File: src/hdl/ncl1_pkg.sv
// Shared types and constants for the nearest-centroid L1 classifier.
package ncl1_pkg;
   localparam int unsigned CMD_W = 2;
   localparam int unsigned CLS_W = 4;
   localparam int unsigned VAL_W = 16;
   localparam int unsigned Q_W = 24;
   localparam int unsigned SUM_W = 32;
   localparam int unsigned CSR_W = 16;
   localparam int unsigned CSR_IDX_W = 2;

   typedef enum logic [1:0] {
      CMD_CLEAR = 2'd0,
      CMD_TRAIN = 2'd1,
      CMD_FINISH = 2'd2,
      CMD_TEST = 2'd3
   } cmd_type;

   typedef enum logic [1:0] {
      REG_NUM_CLASSES = 2'd0,
      REG_FEATURE_LEN = 2'd1,
      REG_SAMPLES = 2'd2
   } reg_index_type;

   typedef struct packed {
      logic [CMD_W-1:0] cmd;
      logic [CLS_W-1:0] class_id;
      logic [VAL_W-1:0] feature_value;
   } req_type;

   typedef struct packed {
      logic [CLS_W-1:0] class_index;
      logic [Q_W-1:0] mean_distance;
      logic [CLS_W-1:0] best_class;
      logic last;
   } rsp_type;

   // Divider handshake between the sequencer and the shared divide unit.
   typedef struct packed {
      logic start;
      logic [SUM_W+7:0] dividend;
      logic [VAL_W-1:0] divisor;
   } div_req_type;

   typedef struct packed {
      logic done;
      logic [Q_W-1:0] quotient;
   } div_rsp_type;
endpackage

File: src/hdl/ncl1_div.sv
// Restoring divider, one quotient bit per cycle, rounds half up, saturates to Q_W.
module ncl1_div (
   input logic clock,
   input logic reset,
   input ncl1_pkg::div_req_type req,
   output ncl1_pkg::div_rsp_type rsp
);
   import ncl1_pkg::*;
   // one spare bit so the rounding add on a full-scale dividend cannot wrap
   localparam int unsigned NW = SUM_W + 9;
   localparam int unsigned CW = $clog2(NW + 1);

   logic busy_ff, busy_in;
   logic done_ff, done_in;
   logic [CW-1:0] cnt_ff, cnt_in;
   logic [NW-1:0] num_ff, num_in;
   logic [VAL_W:0] rem_ff, rem_in;
   logic [VAL_W-1:0] den_ff, den_in;
   logic [VAL_W:0] trial;
   logic [VAL_W:0] shifted;

   always_comb begin
      busy_in = busy_ff;
      done_in = 1'b0;
      cnt_in = cnt_ff;
      num_in = num_ff;
      rem_in = rem_ff;
      den_in = den_ff;
      shifted = {rem_ff[VAL_W-1:0], num_ff[NW-1]};
      trial = shifted - {1'b0, den_ff};
      if (req.start) begin
         busy_in = 1'b1;
         cnt_in = CW'(NW);
         num_in = {1'b0, req.dividend} + NW'(req.divisor >> 1);
         rem_in = '0;
         den_in = req.divisor;
      end else if (busy_ff) begin
         if (!trial[VAL_W]) begin
            rem_in = trial;
            num_in = {num_ff[NW-2:0], 1'b1};
         end else begin
            rem_in = shifted;
            num_in = {num_ff[NW-2:0], 1'b0};
         end
         cnt_in = cnt_ff - 1'b1;
         if (cnt_ff == CW'(1)) begin
            busy_in = 1'b0;
            done_in = 1'b1;
         end
      end
   end

   always_ff @(posedge clock) begin
      if (reset) begin
         busy_ff <= 1'b0;
         done_ff <= 1'b0;
         cnt_ff <= '0;
      end else begin
         busy_ff <= busy_in;
         done_ff <= done_in;
         cnt_ff <= cnt_in;
      end
      num_ff <= num_in;
      rem_ff <= rem_in;
      den_ff <= den_in;
   end

   assign rsp.done = done_ff;
   assign rsp.quotient = (|num_ff[NW-1:Q_W]) ? {Q_W{1'b1}} : num_ff[Q_W-1:0];
endmodule
File: config.mk
export PLATFORM = sky130hd
export DESIGN_NAME = ncl1_div
export DESIGN_NICKNAME = d
export VERILOG_FILES = /design/src/hdl/ncl1_pkg.sv /design/src/hdl/ncl1_div.sv
export SDC_FILE = /design/constraint.sdc
export NUM_CORES = 1
export LEC_CHECK = 0
export ABC_AREA = 1
export BUFFER_PORTS_ARGS = -buffer_cell sky130_fd_sc_hd__buf_4
export CELL_PAD_IN_SITES_DETAIL_PLACEMENT = 1
export CELL_PAD_IN_SITES_GLOBAL_PLACEMENT = 1
export CORE_UTILIZATION = 45
export CTS_CLUSTER_DIAMETER = 150
export DETAILED_ROUTE_END_ITERATION = 16
export PLACE_DENSITY = 0.95
export SLEW_MARGIN = 0
export SYNTH_ARGS = -nofsm -noshare
export SYNTH_HDL_FRONTEND = slang
export SYNTH_SLANG_ARGS = --single-unit
File: constraint.sdc
create_clock -name clock -period 4.9 [get_ports clock]
set_input_delay 0.49 -clock clock [delete_from_list [all_inputs] [get_ports clock]]
set_output_delay 0.49 -clock clock [all_outputs]
set_load 0.03 [all_outputs]
==> impl_results.md, run 1 <==
- DR iter-0 viols: ~800
- Synth cell types: 40
- WS Path Type: reg2out
- Clock Power Share: 0.389
- Hold Path Origin: req[0]
- Syn_area_per_cell: about 6.6 um2
- Slew Limit Fails: 0
- Cell count after synthesis: ~1000
- Placement Setup Slack: just over 2000 ps
- Area Growth Syn to Fin: 16.8%
- Sequential area share after synthesis: 0.332
- Post-cts sizing count: 0
- R2R Setup Slk: about 2100 ps
- First-pass GRT wire length: between 30000 and 40000 um
- Hold Path Stages: 1
- Seq cells post-synth: 81
- Height of the die: 123 um
- Max Root-Sink Buffers: 2
- Share of cells above drive strength 1: 0.126
- FF-to-FF path depth: 15
- IO buf count: between 80 and 90
- Row cnt: 43
- # DRC: 0
- Final setup viols: 0
- Io pins: 84
- Die Wd: ~120 um
- Grt total ovfl: 0
- Final wirelength: 25100 um
- WHS Endpoint: den_ff[0]
- Reg clk slew, reported paths: around 70 ps
- CP cell instances: nor4_1 -> nand4_1 -> nor2_1 -> buf_4 -> nand2_1 -> buf_4
- GR Util met3: 0.0577
- CTS root buf: clkbuf_16
- Unrepaired setup endpoints after global routing: no
- Critical-path maximum fanout: 15
- Grt peak-use layer: met2
- Max Freq: around 330 MHz
- Area of the die: between 0.015 and 0.02 mm2
- Max incr delay on CP: roughly 600 ps
- Post-synth top flop: edfxtp_1
- Syn Nets: 1099
- Detail Route Antenna Nets: 0
- Largest net degree at the start of global routing: 63
- Worst EP required: approximately 4400 ps
- CTS tree: yes
- # clock sinks: 81
- Post-DR vias/cell: 5.69
- Post-synth ARST share: 0
- Switch share: 0.306
- Final min period: slightly above 3000 ps
- Reg2reg end: rem_ff[11]
- Deepest level of the CTS H-tree: 3
- Final Hold Vio Count: 0
- Clk_lat worst skew: 350 ps
- Critical path endpoint category: output pin
- Grt met2 use: 0.609
- Post-Syn Area: about 0.0066 mm2
- Worst VDD drop: 0.161 mV
- 1st-pass router iterations: 5
- Setup Skew: 10.1 ps
- RD Place Congestion: 0.896
- Vias in the first global route: between 7000 and 8000
- TNS Setup: 0 ps
- Ant diodes: 0
- Detailed placer's ending HPWL: around 18000 um
- Setup ws final: 1860 ps
- Critical path data arrival time: 2550 ps
- Max Cap Violations: 0
- Most used cell, CP: buf_4
- Hold_ws: 319 ps
- Initial core utilization: 0.468
- R2R Path Start: num_ff[40]
- Initial antenna violation count: 0
- Hold Path Class: in2reg
- Pleak: between 4 and 5 nW
- Nets: between 1000 and 1500
- Max_slew headroom: 0.502
- Slew @ Worst Pin: approximately 740 ps
- Pwr dens: about 270 mW/mm2
- Total CTS buffers: 9
- Met1 GRT Util: 0.416
- WL per Instance: ~20 um
- Combinational power share: 0.205
- Internal: 0.00145 W
- YS warnings: 0
- EDFF count, synth: 57
- Hold Buf Count CTS: 0
- Postcts setup bufs: 0
- Total global-route track usage: 0.348
- P_sw: roughly 0.00064 W
- Status: finished clean
- Sequential share of power: 0.405
- FILL cells: 1905
- Slowest-stage cell, CP: nor2_1
- Period utilisation layout: 0.621
- Setup crit start kind: flip-flop
- Via count: a little over 7000
- Core box area: around 0.014 mm2
## worst max-delay path by stage
| stage | startpoint | end | slack (ps) | cells past startpoint |
|---|---|---|---|---|
| finish | num_ff[35] | rsp[14] | 1860 | 6 |
| global route | num_ff[35] | rsp[14] | 1690 | 6 |
| CTS | num_ff[35] | rsp[14] | 1930 | 6 |
| detailed placement | req[1] | num_ff[16] | 2070 | 12 |
| global placement | req[1] | num_ff[16] | 2240 | 12 |
| floorplan | req[1] | num_ff[16] | 2580 | 11 |
## cell usage after synthesis (2+ instances only)
cell / n / area [um2]
xor2_1: 2 / 17.5
nand2_4: 4 / 45.0
fa_1: 2 / 40.0
nor4_1: 8 / 50.1
inv_2: 2 / 7.51
nand2_1: 385 / 1450
nand3b_1: 6 / 45.0
o21ai_0: 26 / 130
nor3_1: 10 / 50.1
buf_6: 3 / 33.8
nand3_1: 97 / 485
inv_1: 184 / 691
edfxtp_1: 57 / 1710
ha_1: 33 / 413
nand2_2: 17 / 106
and2_1: 5 / 31.3
nor3b_1: 3 / 22.5
clkbuf_1: 8 / 30.0
nand4_1: 12 / 75.1
dfxtp_1: 24 / 480
xnor2_1: 18 / 158
nand3_2: 6 / 60.1
a211oi_1: 2 / 15.0
clkinv_1: 2 / 7.51
buf_2: 3 / 15.0
nor2_1: 57 / 214
a21oi_1: 16 / 80.1
## cells in the final DEF (no fill, tap or decap), types with 2 or more instances in the layout
| cell type | instances |
|---|---|
| a211oi_1 | 2 |
| a21oi_1 | 16 |
| and2_1 | 5 |
| buf_4 | 88 |
| bufinv_16 | 3 |
| clkbuf_16 | 9 |
| clkinv_1 | 2 |
| dfxtp_1 | 24 |
| edfxtp_1 | 57 |
| fa_1 | 2 |
| ha_1 | 33 |
| inv_1 | 184 |
| inv_2 | 2 |
| nand2_1 | 385 |
| nand2_2 | 17 |
| nand2_4 | 4 |
| nand3_1 | 97 |
| nand3_2 | 6 |
| nand3b_1 | 6 |
| nand4_1 | 12 |
| nor2_1 | 57 |
| nor3_1 | 10 |
| nor3b_1 | 3 |
| nor4_1 | 8 |
| o21ai_0 | 26 |
| xnor2_1 | 18 |
| xor2_1 | 2 |
## metal layers
metal  vias to the layer above  part of all wire
met5                         -                 0
met4                         0             0.040
met3                        84             0.076
met2                       382              0.50
met1                      3454              0.39
li1                       3312                 -
## worst max-delay path, delay by kind of cell, from the launching register on
family	cells	cell delay [ps]
AND/OR/NAND/NOR	4	1220
buffers and inverters	2	530
flip-flops	1	450
## cell type report
class,instances,area [um2],share of cell area
clock inverters,6,115,0.0149
well taps,180,225,0.0292
clock buffers,10,229,0.0297
inverters,188,706,0.0916
multi-input cells,718,3570,0.464
repair buffers,88,661,0.0858
flip-flops and latches,81,2190,0.285
## state kept, by name (all words and copies together), names as in the netlist
signal,count
num_ff,41
den_ff,16
rem_ff,16
cnt_ff,6
busy_ff,1
done_ff,1
## kinds of logic after synthesis
| kind of cell | Yosys count | synth area share |
|---|---|---|
| AO/OA/AOI/OAI | 49 | 0.0410 |
| XOR/XNOR | 20 | 0.0266 |
| adder cells (fa/ha/maj) | 35 | 0.0687 |
| buffers and inverters | 206 | 0.126 |
| flip-flops | 81 | 0.332 |
| AND/OR/NAND/NOR | 614 | 0.406 |
## per-stage QoR
stage / cell area, um2 / util / instances / power, W
3_3_place_gp: 7360 / 0.522 / 1255 / 0.00123
4_1_cts: 7700 / 0.546 / 1271 / 0.00208
3_5_place_dp: 7360 / 0.522 / 1255 / 0.00126
5_1_grt: 7700 / 0.546 / 1271 / 0.00216
2_1_floorplan: 6600 / - / 1005 / 0.00110
6_report: 7700 / 0.546 / 1271 / 0.00209
## power by group through the flow
| stage | combinational, W | sequential [W] | clock [W] |
|---|---|---|---|
| global placement | 0.000381 | 0.000851 | 0 |
| floorplan | 0.000256 | 0.000842 | 0 |
| detailed placement | 0.000404 | 0.000857 | 0 |
| global route | 0.000470 | 0.000853 | 0.000839 |
| CTS | 0.000422 | 0.000848 | 0.000809 |
| finish | 0.000430 | 0.000849 | 0.000815 |
No activity file was read; power rests on OpenSTA's default activity.
==> run 2, diff against run 1 <==
Settings changed: CORE_UTILIZATION 45 to 42, PLACE_DENSITY 0.95 to 0.91.
Clock period 4.9 ns to 2.8 ns, I/O delays scaled along.
==> run 2 against run 1 <==
Against the previous run:
- register-to-register slack lost 1800 ps
- clock skew is 0.74 ps lower
- final cell count grew 2.6%
- global-route usage decreased by 6.7 points
- wire length down 14%
- sequential power is 73% higher
- critical path depth grew 9
- first-iteration DRC count down 45%
- setup slack got worse by 1600 ps
==> impl_results.md, run 2 (same netlist as run 1, synthesis figures left out) <==
- Row cnt: 45
- Max incr delay on CP: between 400 and 500 ps
- FILL cells: 2071
- Combinational power share: 0.214
- Setup Skew: around 9.4 ps
- R2R Setup Slk: 300 ps
- Max Cap Violations: 0
- Max Root-Sink Buffers: 2
- Height of the die: roughly 130 um
- Crit path depth: 15
- Area of the die: 0.0162 mm2
- Area Growth Syn to Fin: 16.7%
- Most used cell, CP: nand2_4
- CTS tree: yes
- Reg with most FFs: num_ff
- Ant diodes: 0
- WL per Instance: ~17 um
- Switch share: 0.315
- Final setup viols: 0
- P_sw: ~0.0011 W
- Pwr dens: 436 mW/mm2
- Reg clk slew, reported paths: approximately 70 ps
- WS Path Type: reg2reg
- Die Wd: ~130 um
- # DRC: 0
- Most frequent cells in the layout: 385 x nand2_1, 184 x inv_1, 97 x nand3_1
- Max Freq: 399 MHz
- Sequential share of power: 0.439
- Most common cell after layout, fill and taps aside: nand2_1
- Total global-route track usage: 0.281
- Nets: ~1200
- Io pins: 84
- Detailed placer's ending HPWL: around 18000 um
- Status: finished clean
- Hold Path Class: in2reg
- TNS Setup: 0 ps
- Initial antenna violation count: 0
- First-pass GRT wire length: ~35000 um
- IO buf count: 83
- Max_slew headroom: 0.627
- Period utilisation layout: 0.894
- Critical path data arrival time: roughly 2800 ps
- # clock sinks: 81
- Worst VDD drop: ~0.21 mV
- Dpl cell area: roughly 0.0074 mm2
- Final Hold Vio Count: 0
- Deepest level of the CTS H-tree: 3
- Total design power: around 0.0034 W
- Critical-path maximum fanout: 16
- Final wirelength: ~22000 um
- Final min period: 2500 ps
- Reg2reg end: rem_ff[3]
- DR iter-0 viols: 431
- Total CTS buffers: 9
- Final core utilization: 0.505
- Worst EP required: just over 3000 ps
- Slowest-stage cell, CP: fa_1
- Detail Route Antenna Nets: 0
- Pleak: 4.01 nW
- Unrepaired setup endpoints after global routing: no
- 1st-pass router iterations: 5
- CP cell instances: inv_1 -> ha_1 -> fa_1 -> inv_1 -> nand3_2 -> nand2_2 -> nand2_2 -> nand2_2 -> nand2_4 -> nand2_4 -> nand2_4 -> nand2_4 -> nand2_1 -> nand3_1 -> nand2_1
- Fin area: 0.00770 mm2
- WHS Endpoint: cnt_ff[3]
- Postcts setup bufs: 0
- Post-cts sizing count: 0
- Internal: 0.00230 W
- Number of flip-flops in the largest register: a little over 40
- CTS root buf: clkbuf_16
- Setup crit start kind: flip-flop
- Largest net degree at the start of global routing: 45
- Grt total ovfl: 0
- Via count: slightly below 7000
- FF-to-FF path depth: 15
- Top Family by Delay on Critical Path: simple AND/OR/NAND/NOR gates
- Hold Path Stages: 2
- Core box area: roughly 0.015 mm2
- Critical path endpoint category: flip-flop
- RD Place Congestion: approximately 0.9
- R2R Path Start: num_ff[40]
- Vias in the first global route: roughly 7000
- Slew @ Worst Pin: approximately 560 ps
- Initial core utilization: 0.432
- Slew Limit Fails: 0
- Hold Buf Count CTS: 0
- Largest regs: num_ff: 41 flops, den_ff: 16 flops, rem_ff: 16 flops
- Share of cells above drive strength 1: 0.128
- WP buf/inv: 2
- Clock Power Share: 0.348
- Post-DR vias/cell: 5.16
- Crit path from: num_ff[40]
- Clk_lat worst skew: 350 ps
- Hold Path Origin: reset
run 2: cell count changes in the layout (fill, tap and decap cells not counted), sizes merged:
| cell | before | now |
|---|---|---|
| buf | 88 | 90 |
| bufinv | 3 | 0 |
| clkinvlp | 1 | 2 |
| inv | 187 | 189 |
run 2: metal layers:
layer	up-vias	track usage	wire (um)
met2	141	0.506	10900
met4	0	0.0875	492
met3	41	0.0423	880
li1	3306	-	-
met5	-	0	0
met1	3241	0.344	9430
run 2: final cells by class:
cell class	instances	area, um2	area share
Clock buffer	10	239	0.0310
Clock inverter	6	48.8	0.00634
Inverter	188	706	0.0916
Multi-Input combinational cell	718	3570	0.464
Sequential cell	81	2190	0.285
Tap cell	211	264	0.0343
Timing Repair Buffer	90	676	0.0877
run 2: worst register-to-register path: stages, from the launching register on:
cell and delay [ps]:
edfxtp_1 370, inv_1 100, ha_1 240, fa_1 420
inv_1 130, nand3_2 80, nand2_2 100, nand2_2 50
nand2_2 100, nand2_4 80, nand2_4 70, nand2_4 140
nand2_4 270, nand2_1 110, nand3_1 100, nand2_1 50
run 2: through the flow:
step	setup WS [ps]	hold slack, ps	std cells
after floorplan	687	349	1005
after global placement	360	459	1288
after detailed placement	262	464	1288
after CTS	295	104	1304
after global routing	135	101	1304
final	296	110	1304
run 2: how the worst max path moves through the flow:
stage | endpoint | slack, ps
after detailed placement | num_ff[16] | 260
final | rem_ff[3] | 300
after floorplan | num_ff[16] | 690
after global routing | rem_ff[3] | 130
after global placement | num_ff[16] | 360
after CTS | rem_ff[3] | 300
run 2: power by group through the flow:
stage          Combinational (W)  Clock, W  Sequential (W)
6_report                0.000717   0.00117         0.00147
2_1_floorplan           0.000448         0         0.00147
5_1_grt                 0.000798   0.00122         0.00148
3_5_place_dp            0.000706         0         0.00150
4_1_cts                 0.000712   0.00118         0.00147
3_3_place_gp            0.000669         0         0.00149
